===== config.mk =====
export PLATFORM = sky130hd
export DESIGN_NAME = sync_length_xor_message_deframer
export DESIGN_NICKNAME = d
export VERILOG_FILES = /design/src/hw/rtl/slxd_pkg.sv /design/src/hw/rtl/slxd_front.sv /design/src/hw/rtl/slxd_queue.sv /design/src/hw/rtl/slxd_back.sv /design/src/hw/rtl/sync_length_xor_message_deframer.sv
export SDC_FILE = /design/constraint.sdc
export NUM_CORES = 1
export LEC_CHECK = 0
export ABC_AREA = 0
export BUFFER_PORTS_ARGS = -buffer_cell sky130_fd_sc_hd__buf_2
export CAP_MARGIN = 30
export CORE_MARGIN = 5
export CORE_UTILIZATION = 50
export CTS_CLUSTER_DIAMETER = 50
export CTS_CLUSTER_SIZE = 30
export DETAILED_ROUTE_END_ITERATION = 12
export PLACE_DENSITY_LB_ADDON = 0.2
export SYNTH_ARGS = -nofsm -noshare
export SYNTH_HDL_FRONTEND = slang
export SYNTH_SLANG_ARGS = --single-unit

===== constraint.sdc =====
create_clock -name clk -period 4.3 [get_ports clk]
set_clock_uncertainty 0.2 [all_clocks]
set_input_delay 0.86 -clock clk [delete_from_list [all_inputs] [get_ports clk]]
set_output_delay 0.86 -clock clk [all_outputs]
set_load 0.02 [all_outputs]

===== src/hw/rtl/slxd_pkg.sv =====
// Shared types and constants for the sync/length/XOR message deframer.
`timescale 1ns / 1ps

package slxd_pkg;

  // Payload buffer size and the widths that follow from it.
  localparam int MAX_PAYLOAD = 16;
  localparam int LEN_W       = $clog2(MAX_PAYLOAD + 1);
  localparam int IDX_W       = $clog2(MAX_PAYLOAD);

  // Command queue between the parser and the result sequencer.
  localparam int QUEUE_DEPTH = 2;
  localparam int QPTR_W      = (QUEUE_DEPTH > 1) ? $clog2(QUEUE_DEPTH) : 1;
  localparam int QCNT_W      = $clog2(QUEUE_DEPTH + 1);

  // Payload bursts pending in the back end; queue entries plus the one being sent.
  localparam int PEND_W      = $clog2(QUEUE_DEPTH + 2);

  localparam logic [7:0] SYNC_RESET = 8'hA4;

  typedef enum logic [2:0] {
    PH_HUNT,
    PH_LEN,
    PH_ID,
    PH_DATA,
    PH_CHK
  } phase_t;

  typedef enum logic [1:0] {
    ST_OK   = 2'd0,
    ST_SYNC = 2'd1,
    ST_CSUM = 2'd2,
    ST_LEN  = 2'd3
  } status_t;

  // One command for the back end: a single report, or a payload burst.
  typedef struct packed {
    status_t          status;
    logic [7:0]       msg_id;
    logic [LEN_W-1:0] payload_len;
    logic             burst;
  } cmd_t;

  // Write port into the payload buffer.
  typedef struct packed {
    logic             en;
    logic [IDX_W-1:0] addr;
    logic [7:0]       data;
  } store_wr_t;

endpackage


===== src/hw/rtl/slxd_front.sv =====
// Frame parser: hunts for sync, checks length and checksum, fills the payload buffer.
`timescale 1ns / 1ps

module slxd_front
  import slxd_pkg::*;
(
  input  logic       clk,
  input  logic       rst,
  input  logic       cfg_valid,
  output logic       cfg_ready,
  input  logic [7:0] cfg_data,
  input  logic       in_valid,
  output logic       in_ready,
  input  logic [7:0] rx_byte,
  input  logic       q_full,
  output logic       q_push,
  output cmd_t       q_cmd,
  input  logic       burst_done,
  output store_wr_t  store_wr
);

  phase_t            phase, phase_next;
  logic [LEN_W-1:0]  frame_len, frame_len_next;
  logic [7:0]        frame_id, frame_id_next;
  logic [LEN_W-1:0]  byte_count, byte_count_next;
  logic [7:0]        running_xor, running_xor_next;
  logic              sync_error_sent, sync_error_sent_next;
  logic [7:0]        sync_value;
  logic [PEND_W-1:0] pending, pending_next;
  logic              accept;
  logic [LEN_W-1:0]  count_inc;

  assign cfg_ready = 1'b1;

  // Data bytes wait while an earlier payload is still queued or being sent.
  assign in_ready = !q_full && !(phase == PH_DATA && pending != '0);
  assign accept   = in_valid && in_ready;
  assign count_inc = byte_count + LEN_W'(1);

  // Sync value register.
  always_ff @(posedge clk) begin
    if (rst) begin
      sync_value <= SYNC_RESET;
    end else if (cfg_valid && cfg_ready) begin
      sync_value <= cfg_data;
    end
  end

  // Parser state registers.
  always_ff @(posedge clk) begin
    if (rst) begin
      phase           <= PH_HUNT;
      frame_len       <= '0;
      frame_id        <= '0;
      byte_count      <= '0;
      running_xor     <= '0;
      sync_error_sent <= 1'b0;
      pending         <= '0;
    end else begin
      phase           <= phase_next;
      frame_len       <= frame_len_next;
      frame_id        <= frame_id_next;
      byte_count      <= byte_count_next;
      running_xor     <= running_xor_next;
      sync_error_sent <= sync_error_sent_next;
      pending         <= pending_next;
    end
  end

  // Next state, queue commands and buffer writes for one accepted beat.
  always_comb begin
    phase_next           = phase;
    frame_len_next       = frame_len;
    frame_id_next        = frame_id;
    byte_count_next      = byte_count;
    running_xor_next     = running_xor;
    sync_error_sent_next = sync_error_sent;
    q_push               = 1'b0;
    q_cmd                = '0;
    store_wr             = '0;
    if (accept) begin
      unique case (phase)
        PH_HUNT: begin
          if (rx_byte == sync_value) begin
            sync_error_sent_next = 1'b0;
            running_xor_next     = rx_byte;
            byte_count_next      = '0;
            phase_next           = PH_LEN;
          end else if (!sync_error_sent) begin
            sync_error_sent_next = 1'b1;
            q_push               = 1'b1;
            q_cmd.status         = ST_SYNC;
          end
        end
        PH_LEN: begin
          running_xor_next = running_xor ^ rx_byte;
          if (rx_byte > 8'(MAX_PAYLOAD)) begin
            q_push       = 1'b1;
            q_cmd.status = ST_LEN;
            phase_next   = PH_HUNT;
          end else begin
            frame_len_next = rx_byte[LEN_W-1:0];
            phase_next     = PH_ID;
          end
        end
        PH_ID: begin
          frame_id_next    = rx_byte;
          running_xor_next = running_xor ^ rx_byte;
          byte_count_next  = '0;
          phase_next       = (frame_len == '0) ? PH_CHK : PH_DATA;
        end
        PH_DATA: begin
          store_wr.en      = 1'b1;
          store_wr.addr    = byte_count[IDX_W-1:0];
          store_wr.data    = rx_byte;
          running_xor_next = running_xor ^ rx_byte;
          byte_count_next  = count_inc;
          if (count_inc >= frame_len) begin
            phase_next = PH_CHK;
          end
        end
        PH_CHK: begin
          phase_next        = PH_HUNT;
          q_push            = 1'b1;
          q_cmd.msg_id      = frame_id;
          q_cmd.payload_len = frame_len;
          if (running_xor != rx_byte) begin
            q_cmd.status = ST_CSUM;
          end else begin
            q_cmd.status = ST_OK;
            q_cmd.burst  = (frame_len != '0);
          end
        end
        default: begin
          phase_next = PH_HUNT;
        end
      endcase
    end
  end

  // Count payload bursts handed over but not yet fully sent.
  always_comb begin
    pending_next = pending;
    if (q_push && q_cmd.burst) begin
      pending_next = pending_next + PEND_W'(1);
    end
    if (burst_done) begin
      pending_next = pending_next - PEND_W'(1);
    end
  end

endmodule


===== src/hw/rtl/slxd_queue.sv =====
// Short command FIFO between the parser and the result sequencer.
`timescale 1ns / 1ps

module slxd_queue
  import slxd_pkg::*;
(
  input  logic clk,
  input  logic rst,
  input  logic push,
  input  cmd_t push_cmd,
  output logic full,
  input  logic pop,
  output logic empty,
  output cmd_t head
);

  cmd_t              entries [QUEUE_DEPTH];
  logic [QPTR_W-1:0] wr_ptr;
  logic [QPTR_W-1:0] rd_ptr;
  logic [QCNT_W-1:0] count;
  logic              do_push;
  logic              do_pop;

  assign full    = (count == QCNT_W'(QUEUE_DEPTH));
  assign empty   = (count == '0);
  assign head    = entries[rd_ptr];
  assign do_push = push && !full;
  assign do_pop  = pop && !empty;

  // Entry storage.
  always_ff @(posedge clk) begin
    if (do_push) begin
      entries[wr_ptr] <= push_cmd;
    end
  end

  // Pointers and fill count.
  always_ff @(posedge clk) begin
    if (rst) begin
      wr_ptr <= '0;
      rd_ptr <= '0;
      count  <= '0;
    end else begin
      if (do_push) begin
        wr_ptr <= (wr_ptr == QPTR_W'(QUEUE_DEPTH - 1)) ? '0 : wr_ptr + QPTR_W'(1);
      end
      if (do_pop) begin
        rd_ptr <= (rd_ptr == QPTR_W'(QUEUE_DEPTH - 1)) ? '0 : rd_ptr + QPTR_W'(1);
      end
      if (do_push && !do_pop) begin
        count <= count + QCNT_W'(1);
      end else if (do_pop && !do_push) begin
        count <= count - QCNT_W'(1);
      end
    end
  end

endmodule


===== src/hw/rtl/slxd_back.sv =====
// Result sequencer: holds the payload buffer and sends reports and payload bursts.
`timescale 1ns / 1ps

module slxd_back
  import slxd_pkg::*;
(
  input  logic             clk,
  input  logic             rst,
  input  store_wr_t        store_wr,
  input  logic             q_empty,
  input  cmd_t             q_head,
  output logic             q_pop,
  output logic             burst_done,
  output logic             out_valid,
  input  logic             out_ready,
  output logic [7:0]       msg_id,
  output logic [4:0]       payload_len,
  output logic [3:0]       byte_index,
  output logic [7:0]       payload_byte,
  output logic             byte_valid,
  output logic             last,
  output logic [1:0]       status
);

  logic [7:0]       store [MAX_PAYLOAD];
  logic             active;
  logic [IDX_W-1:0] idx;
  cmd_t             cur;
  logic             load;
  logic             burst_last;

  assign load       = !out_valid || out_ready;
  assign burst_last = ({1'b0, idx} + LEN_W'(1)) == cur.payload_len;
  assign q_pop      = load && !active && !q_empty;
  assign burst_done = load && active && burst_last;

  // Payload buffer, written by the parser.
  always_ff @(posedge clk) begin
    if (store_wr.en) begin
      store[store_wr.addr] <= store_wr.data;
    end
  end

  // Burst control.
  always_ff @(posedge clk) begin
    if (rst) begin
      active <= 1'b0;
      idx    <= '0;
    end else if (load) begin
      if (active) begin
        idx <= idx + IDX_W'(1);
        if (burst_last) begin
          active <= 1'b0;
        end
      end else if (!q_empty && q_head.burst) begin
        active <= 1'b1;
        idx    <= '0;
      end
    end
  end

  // Latch the burst command when it is taken from the queue.
  always_ff @(posedge clk) begin
    if (q_pop && q_head.burst) begin
      cur <= q_head;
    end
  end

  // Output valid flag.
  always_ff @(posedge clk) begin
    if (rst) begin
      out_valid <= 1'b0;
    end else if (load) begin
      out_valid <= active || (!q_empty && !q_head.burst);
    end
  end

  // Output payload register.
  always_ff @(posedge clk) begin
    if (load) begin
      if (active) begin
        msg_id       <= cur.msg_id;
        payload_len  <= 5'(cur.payload_len);
        byte_index   <= 4'(idx);
        payload_byte <= store[idx];
        byte_valid   <= 1'b1;
        last         <= burst_last;
        status       <= ST_OK;
      end else begin
        msg_id       <= q_head.msg_id;
        payload_len  <= 5'(q_head.payload_len);
        byte_index   <= '0;
        payload_byte <= '0;
        byte_valid   <= 1'b0;
        last         <= 1'b1;
        status       <= q_head.status;
      end
    end
  end

endmodule


===== src/hw/rtl/sync_length_xor_message_deframer.sv =====
// Top level of the sync/length/XOR message deframer.
//
// Usage: received bytes enter one beat at a time on rx_byte with in_valid and
// in_ready. A frame is sync, length L, id, L payload bytes and an XOR checksum.
// Results leave on the out_* channel: one beat per payload byte of a good
// frame, or a single beat for a bad-sync run, a checksum mismatch, a length
// beyond 16 or an empty good frame. last marks the final beat of a group.
// The sync byte value is written on cfg_data with cfg_valid; cfg_ready is
// always high and the value resets to 0xA4.
// A byte that causes a report passes through the queue and output register;
// a payload burst also passes through the burst control, then sends one beat
// per cycle while out_ready is high. The parser takes one byte per cycle; the
// sustained rate is set by the serial source, and a payload byte of the next
// frame is held off while the previous burst is still queued or being sent.
// The two-entry command queue lets the parser run on while the output stalls;
// once it is full, in_ready drops until the receiver takes results.
// Reset (synchronous, active high) returns the parser to sync hunt and empties
// the queue and output register. No clearing pass is needed.
`timescale 1ns / 1ps

module sync_length_xor_message_deframer
  import slxd_pkg::*;
(
  input  logic       clk,
  input  logic       rst,
  input  logic       cfg_valid,
  output logic       cfg_ready,
  input  logic [7:0] cfg_data,
  input  logic       in_valid,
  output logic       in_ready,
  input  logic [7:0] rx_byte,
  output logic       out_valid,
  input  logic       out_ready,
  output logic [7:0] msg_id,
  output logic [4:0] payload_len,
  output logic [3:0] byte_index,
  output logic [7:0] payload_byte,
  output logic       byte_valid,
  output logic       last,
  output logic [1:0] status
);

  logic      q_full;
  logic      q_push;
  cmd_t      q_cmd;
  logic      q_pop;
  logic      q_empty;
  cmd_t      q_head;
  logic      burst_done;
  store_wr_t store_wr;

  // Parser.
  slxd_front u_front (
    .clk        (clk),
    .rst        (rst),
    .cfg_valid  (cfg_valid),
    .cfg_ready  (cfg_ready),
    .cfg_data   (cfg_data),
    .in_valid   (in_valid),
    .in_ready   (in_ready),
    .rx_byte    (rx_byte),
    .q_full     (q_full),
    .q_push     (q_push),
    .q_cmd      (q_cmd),
    .burst_done (burst_done),
    .store_wr   (store_wr)
  );

  // Command queue.
  slxd_queue u_queue (
    .clk      (clk),
    .rst      (rst),
    .push     (q_push),
    .push_cmd (q_cmd),
    .full     (q_full),
    .pop      (q_pop),
    .empty    (q_empty),
    .head     (q_head)
  );

  // Result sequencer.
  slxd_back u_back (
    .clk          (clk),
    .rst          (rst),
    .store_wr     (store_wr),
    .q_empty      (q_empty),
    .q_head       (q_head),
    .q_pop        (q_pop),
    .burst_done   (burst_done),
    .out_valid    (out_valid),
    .out_ready    (out_ready),
    .msg_id       (msg_id),
    .payload_len  (payload_len),
    .byte_index   (byte_index),
    .payload_byte (payload_byte),
    .byte_valid   (byte_valid),
    .last         (last),
    .status       (status)
  );

endmodule


==> run summary, run 1 <==
status: finished, final reports clean
total track usage: 0.169
startpoint types: flip-flop
DRT Pass-1 Iters: 4
setup bufs post-CTS: 0
Arrival @ worst endpoint: 3390 ps
share of cells above drive strength 1: 0.251
n_diodes: 0
EDFF count, synth: 202
CTS Root Cell: clkbuf_16
Hold Startpoint: u_front.sync_error_sent$_SDFFE_PP0P_
IO buf count: 51
Setup crit start: u_front.phase[2]$_SDFFE_PP0P_
via count: 5751
hold buffers post-CTS: 0
Least-Margin Pin Slew: 965 ps
Pwr Density: 505 mW/mm^2
Post-synth ARST share: 0
Mapped Cells: 688
initial antenna violation count: 0
area growth from synthesis to layout: 12.8%
critical-path cell list: nand3b_1, o211ai_1, a211oi_1, a21boi_0, and2_1
Register Area: 0.00709 sq mm
CTS Buf Count: 24
Clock transition at path regs: 70 ps
largest net degree at the start of global routing: 53
WL final: 20.2 mm
worst relative slew slack: 0.356
Ports: 53
total power: 6.05 mW
peak supply drop: 0.302 mV
Final WS setup: 852 ps
CTS tree: yes
post-DP HPWL: 13.7 mm
post-layout util: 0.571
Mapped Area: 0.0106 sq mm
commonest non-fill, non-tap cell in the layout: edfxtp_1
Worst Setup End Kind: flip-flop
sequential area share after synthesis: 0.668
post-DR vias/cell: 5.58
Cell variety after synth: 54
setup violators final: 0
Sink Count: 253
DR DRC count: 0
Max-Cap Viols: 0
syn_area_per_cell: 15.4 sq um
Hold Path Cell Cnt: 2
synth warn: 0
net count after synthesis: 718
max-slew violation count: 0
Fin Setup TNS: 0 ps
vias in the first global route: 5829
first-pass GRT wire length: 32.4 mm
DIE HEIGHT: 156 um
Die Area: 0.0242 sq mm
FP Rows: 53
worst r2r dst: u_queue.entries[1][6]$_DFFE_PP_
wire length per cell: 19.6 um
Synth Register Bits: 253
H-tree levels: 1
pre-CTS setup slack: 618 ps
most frequent cells in the layout: edfxtp_1, nor2_1, buf_2
Final Cycle Share: 0.802
RD Place Congestion: 0.798
Final Hold Vio Count: 0
die width: 156 um
post-CTS sizing: 0
Starting Density: 0.507
Multi-input gate area: 0.00326 sq mm
Core Area: 0.0210 sq mm
Congestion Overflow GR: 0
setup slack, reg-to-reg: 850 ps
worst r2r src: u_front.phase[2]$_SDFFE_PP0P_
Lkg Pwr: 4.42 nW
Clock Latency Late Sink: 510 ps
Worst Hold Class: reg2reg
Fillers: 1651
crit path kind: reg2reg
layout net count: 768
CP max FO: 22
Post-DRT Antenna Nets: 0
CTS Buffer Depth: 3
minimum clock period: 3450 ps
Most used DFF post-synth: edfxtp_1
endpoint of the worst hold path: u_front.sync_error_sent$_SDFFE_PP0P_
initial detailed-routing violation count: 436
slowest stage cell, crit path: dfxtp_1
RSZ-0062 raised after global routing: false
Worst Path Required: 4240 ps
crit-path max cell delay: 740 ps
max frequency: 290 MHz
Reg2Reg Depth: 5
synth_stat cells (all sizes together), types with 5 or more instances:
cell | instances | area (sq um)
nor2b | 9 | 56.3
nand3 | 6 | 30.0
ha | 9 | 113
o21ai | 18 | 90.1
mux4 | 40 | 901
nor3 | 14 | 75.1
xnor2 | 15 | 131
inv | 10 | 37.5
xor2 | 14 | 123
mux2 | 28 | 315
a211o | 5 | 43.8
dfxtp | 51 | 1020
a21oi | 20 | 100
mux2i | 22 | 220
and2 | 35 | 220
nand2b | 13 | 81.3
clkbuf | 22 | 82.6
buf | 22 | 154
o221ai | 8 | 70.1
nand2 | 11 | 43.8
nor2 | 65 | 244
edfxtp | 202 | 6070
metal layers:
| metal | vias to the layer above | part of all wire | global-route usage |
|---|---|---|---|
| met3 | 35 | 0.055 | 0.0258 |
| li1 | 2704 | - | - |
| met4 | 0 | 0.025 | 0.0463 |
| met2 | 166 | 0.46 | 0.267 |
| met5 | - | 0 | 0 |
| met1 | 2846 | 0.46 | 0.248 |
state kept, by name, summed over array words and instances (netlist names), 3 cells and up, named ones only:
name and count:
u_front.frame_id 8, u_back.idx 4, u_back.store 128, u_back.msg_id 8
u_back.byte_index 4, u_front.sync_value 8, u_back.payload_len 5, u_front.byte_count 5
u_front.frame_len 5, u_front.running_xor 8, u_back.payload_byte 8, u_back.cur 13
u_front.phase 3, u_queue.entries 32
area by class of cell:
| type | instances | share of cell area |
|---|---|---|
| multi-input combinational | 381 | 0.272 |
| tap | 275 | 0.0287 |
| clock buffer | 26 | 0.0526 |
| timing repair buffer | 68 | 0.0330 |
| inverter | 10 | 0.00314 |
| sequential | 253 | 0.592 |
| clock inverter | 18 | 0.0179 |
worst max path at each step:
stage,endpoint,depth (start not counted),slack (ps)
after floorplan,u_queue.count[1]$_SDFFE_PP0P_,9,910
after global placement,u_queue.count[1]$_SDFFE_PP0P_,9,670
after detailed placement,u_queue.count[1]$_SDFFE_PP0P_,9,620
after CTS,u_queue.entries[1][10]$_DFFE_PP_,5,900
after global routing,u_queue.entries[1][6]$_DFFE_PP_,5,610
final,u_queue.entries[1][6]$_DFFE_PP_,5,850
power by group:
part	total, mW	switching, mW	internal, mW
Clock	2.19	0.999	1.19
Combinational	0.862	0.509	0.353
Sequential	2.99	0.114	2.88
Total	6.05	1.62	4.43
cells by family after synthesis:
kind of cell / synth area share
compound gates: 0.0487
xor+xnor: 0.0239
fa+ha+maj: 0.0106
buf+inv: 0.0258
flops: 0.668
mux: 0.135
other cells: 0.000353
simple gates: 0.0877
per-stage QoR:
stage | hold slack (ps) | cell area [sq um] | instances
floorplan | 236 | 10600 | 688
global placement | 259 | 11100 | 987
detailed placement | 259 | 11100 | 987
CTS | 268 | 12000 | 1031
global route | 282 | 12000 | 1031
finish | 269 | 12000 | 1031
critical path, delay by kind of cell (launching register included):
family,cells,cell delay [ps]
and+or+nand+nor,2,970
DFF,1,740
AOI/OAI and AO/OA,3,1170
Note: power is estimated with default switching activity, not from simulation.
==> run 2: changes to the inputs <==
==> constraint.sdc (replaced) <==
create_clock -name clk -period 2.8 [get_ports clk]
set_clock_uncertainty 0.2 [all_clocks]
set_input_delay 0.56 -clock clk [delete_from_list [all_inputs] [get_ports clk]]
set_output_delay 0.56 -clock clk [all_outputs]
set_load 0.02 [all_outputs]
==> run summary, run 2 (synthesis gave the netlist of run 1 again) <==
setup violators final: 0 (unchanged)
peak supply drop: 0.473 mV (+56%)
first-pass GRT wire length: 33.5 mm (+3.3%)
CTS Buffer Depth: 3 (unchanged)
crit-path max cell delay: 450 ps (-290 ps)
setup bufs post-CTS: 0 (unchanged)
Worst Path Buf+Inv: 0 (unchanged)
CTS Buf Count: 25 (+4.2%)
RD Place Congestion: 0.814 (+2.0%)
Core Area: 0.0210 sq mm (unchanged)
vias in the first global route: 6118 (+5.0%)
post-CTS sizing: 0 (unchanged)
max-slew violation count: 0 (unchanged)
commonest non-fill, non-tap cell in the layout: edfxtp_1
minimum clock period: 2660 ps (-788 ps)
Top reg by flops: u_back.store
total track usage: 0.174 (+0.00500)
Post-DP Area: 0.0115 sq mm (+3.3%)
WL final: 21.0 mm (+3.8%)
largest net degree at the start of global routing: 38 (-28%)
wire length per cell: 19.4 um (-0.76%)
Die Area: 0.0242 sq mm (unchanged)
post-DR vias/cell: 5.53 (-0.92%)
switching part of the total: 0.281 (+0.0125)
startpoint types: flip-flop
slowest stage cell, crit path: dfxtp_1
Max-Cap Viols: 0 (unchanged)
CP max FO: 7 (-68%)
n_diodes: 0 (unchanged)
Congestion Overflow GR: 0 (unchanged)
Psw: 2.67 mW (+65%)
Most Frequent Cell on Critical Path: ha_1
biggest regs: u_back.store x128, u_queue.entries x32, u_back.cur x13
crit path kind: reg2reg
Final Hold Vio Count: 0 (unchanged)
Arrival @ worst endpoint: 2900 ps (-490 ps)
initial antenna violation count: 0 (unchanged)
DRT Pass-1 Iters: 5 (+1)
status: finished, final reports clean
IO buf count: 51 (unchanged)
Final Cycle Share: 0.950 (+0.148)
hold buffers post-CTS: 0 (unchanged)
area growth from synthesis to layout: 16.8%
critical-path cell list: ha_1, nand3_1, xnor2_2, ha_1, a211o_1, a31oi_1, o21ai_0, a21oi_1
placed insts: 1032 (+4.6%)
part of the power in registers: 0.480 (-0.015)
Pwr Density: 767 mW/mm^2 (+52%)
H-tree levels: 1 (unchanged)
DR DRC count: 0 (unchanged)
worst relative slew slack: 0.525 (+0.168)
Ports: 53 (unchanged)
total power: 9.52 mW (+57%)
max frequency: 376 MHz (+30%)
CTS tree: yes
Layout Cells excl Fill: 1078 (+4.6%)
Clock transition at path regs: 70 ps (about the same)
number of flip-flops under the largest register name: 128 (unchanged)
Least-Margin Pin Slew: 712 ps (-253 ps)
via count: 5958 (+3.6%)
Worst Hold Class: in2reg
Worst Setup End Kind: flip-flop
Post-DRT Antenna Nets: 0 (unchanged)
Clock Power Share: 0.367 (+0.005)
FP Rows: 53 (unchanged)
Lkg Pwr: 4.69 nW (+6.2%)
die width: 156 um (unchanged)
Starting Density: 0.507 (unchanged)
share of cells above drive strength 1: 0.305 (+0.0538)
Fillers: 1644 (-0.42%)
post-DP HPWL: 14.2 mm (+3.4%)
most frequent cells in the layout: edfxtp_1, nor2_1, buf_4
RSZ-0062 raised after global routing: false
Worst Path Required: 3040 ps (-1200 ps)
finished layout cell area: 0.0124 sq mm (+3.6%)
DIE HEIGHT: 156 um (unchanged)
Top delay family on crit path: compound AO/OA/AOI/OAI gates
CTS Root Cell: clkbuf_16
cell internal pwr: 6.85 mW (+55%)
Sink Count: 253 (unchanged)
Gate power share: 0.153 (+0.010)
initial detailed-routing violation count: 392 (-10%)
layout net count: 814 (+6.0%)
Clock Latency Late Sink: 530 ps (+20 ps)
==> run 2: layout make-up <==
class | instances | area (sq um) | share of cell area
inverter | 10 | 37.5 | 0.00303
tap | 275 | 344 | 0.0277
clock buffer | 25 | 626 | 0.0504
clock inverter | 21 | 275 | 0.0222
multi-input combinational | 381 | 3280 | 0.265
timing repair buffer | 113 | 746 | 0.0601
sequential | 253 | 7090 | 0.572
==> run 2: per-layer routing <==
| metal | up-vias | GRT usage | wire (um) |
|---|---|---|---|
| li1 | 2801 | - | - |
| met1 | 2976 | 0.253 | 9450 |
| met2 | 147 | 0.286 | 10200 |
| met3 | 34 | 0.0236 | 980 |
| met4 | 0 | 0.0375 | 335 |
| met5 | - | 0 | 0 |
==> run 2: path summary, 6_finish.rpt <==
| kind | from | to | slack (ps) | cells after the start |
|---|---|---|---|---|
| worst max-delay path | u_front.byte_count[1]$_SDFFE_PP0P_ | u_front.phase[1]$_SDFFE_PP0P_ | 140 | 8 |
| worst min-delay path | cfg_data[7] | u_front.sync_value[7]$_SDFFE_PP1P_ | 50 | 2 |
| worst max register to register | u_front.byte_count[1]$_SDFFE_PP0P_ | u_front.phase[1]$_SDFFE_PP0P_ | 140 | 8 |
| worst min register to register | u_front.sync_error_sent$_SDFFE_PP0P_ | u_front.sync_error_sent$_SDFFE_PP0P_ | 260 | 2 |
==> run 2: power by group through the flow <==
stage,clock [mW],combinational (mW),sequential [mW]
3_5_place_dp,0,1.46,4.65
3_3_place_gp,0,1.44,4.64
6_report,3.50,1.45,4.57
5_1_grt,3.74,1.58,4.60
4_1_cts,3.58,1.47,4.57
2_1_floorplan,0,0.790,4.83
==> run 2: through the flow <==
| stage | hold slack [ps] | setup WS, ps | utilization | TNS [ps] |
|---|---|---|---|---|
| 2_1_floorplan | 236 | -183 | - | -183 |
| 3_3_place_gp | 251 | -267 | 0.548 | -3960 |
| 3_5_place_dp | 259 | -268 | 0.548 | -4570 |
| 4_1_cts | 32.1 | 32.8 | 0.591 | 0 |
| 5_1_grt | 39.0 | 15.6 | 0.592 | 0 |
| 6_report | 52.6 | 140 | 0.592 | 0 |
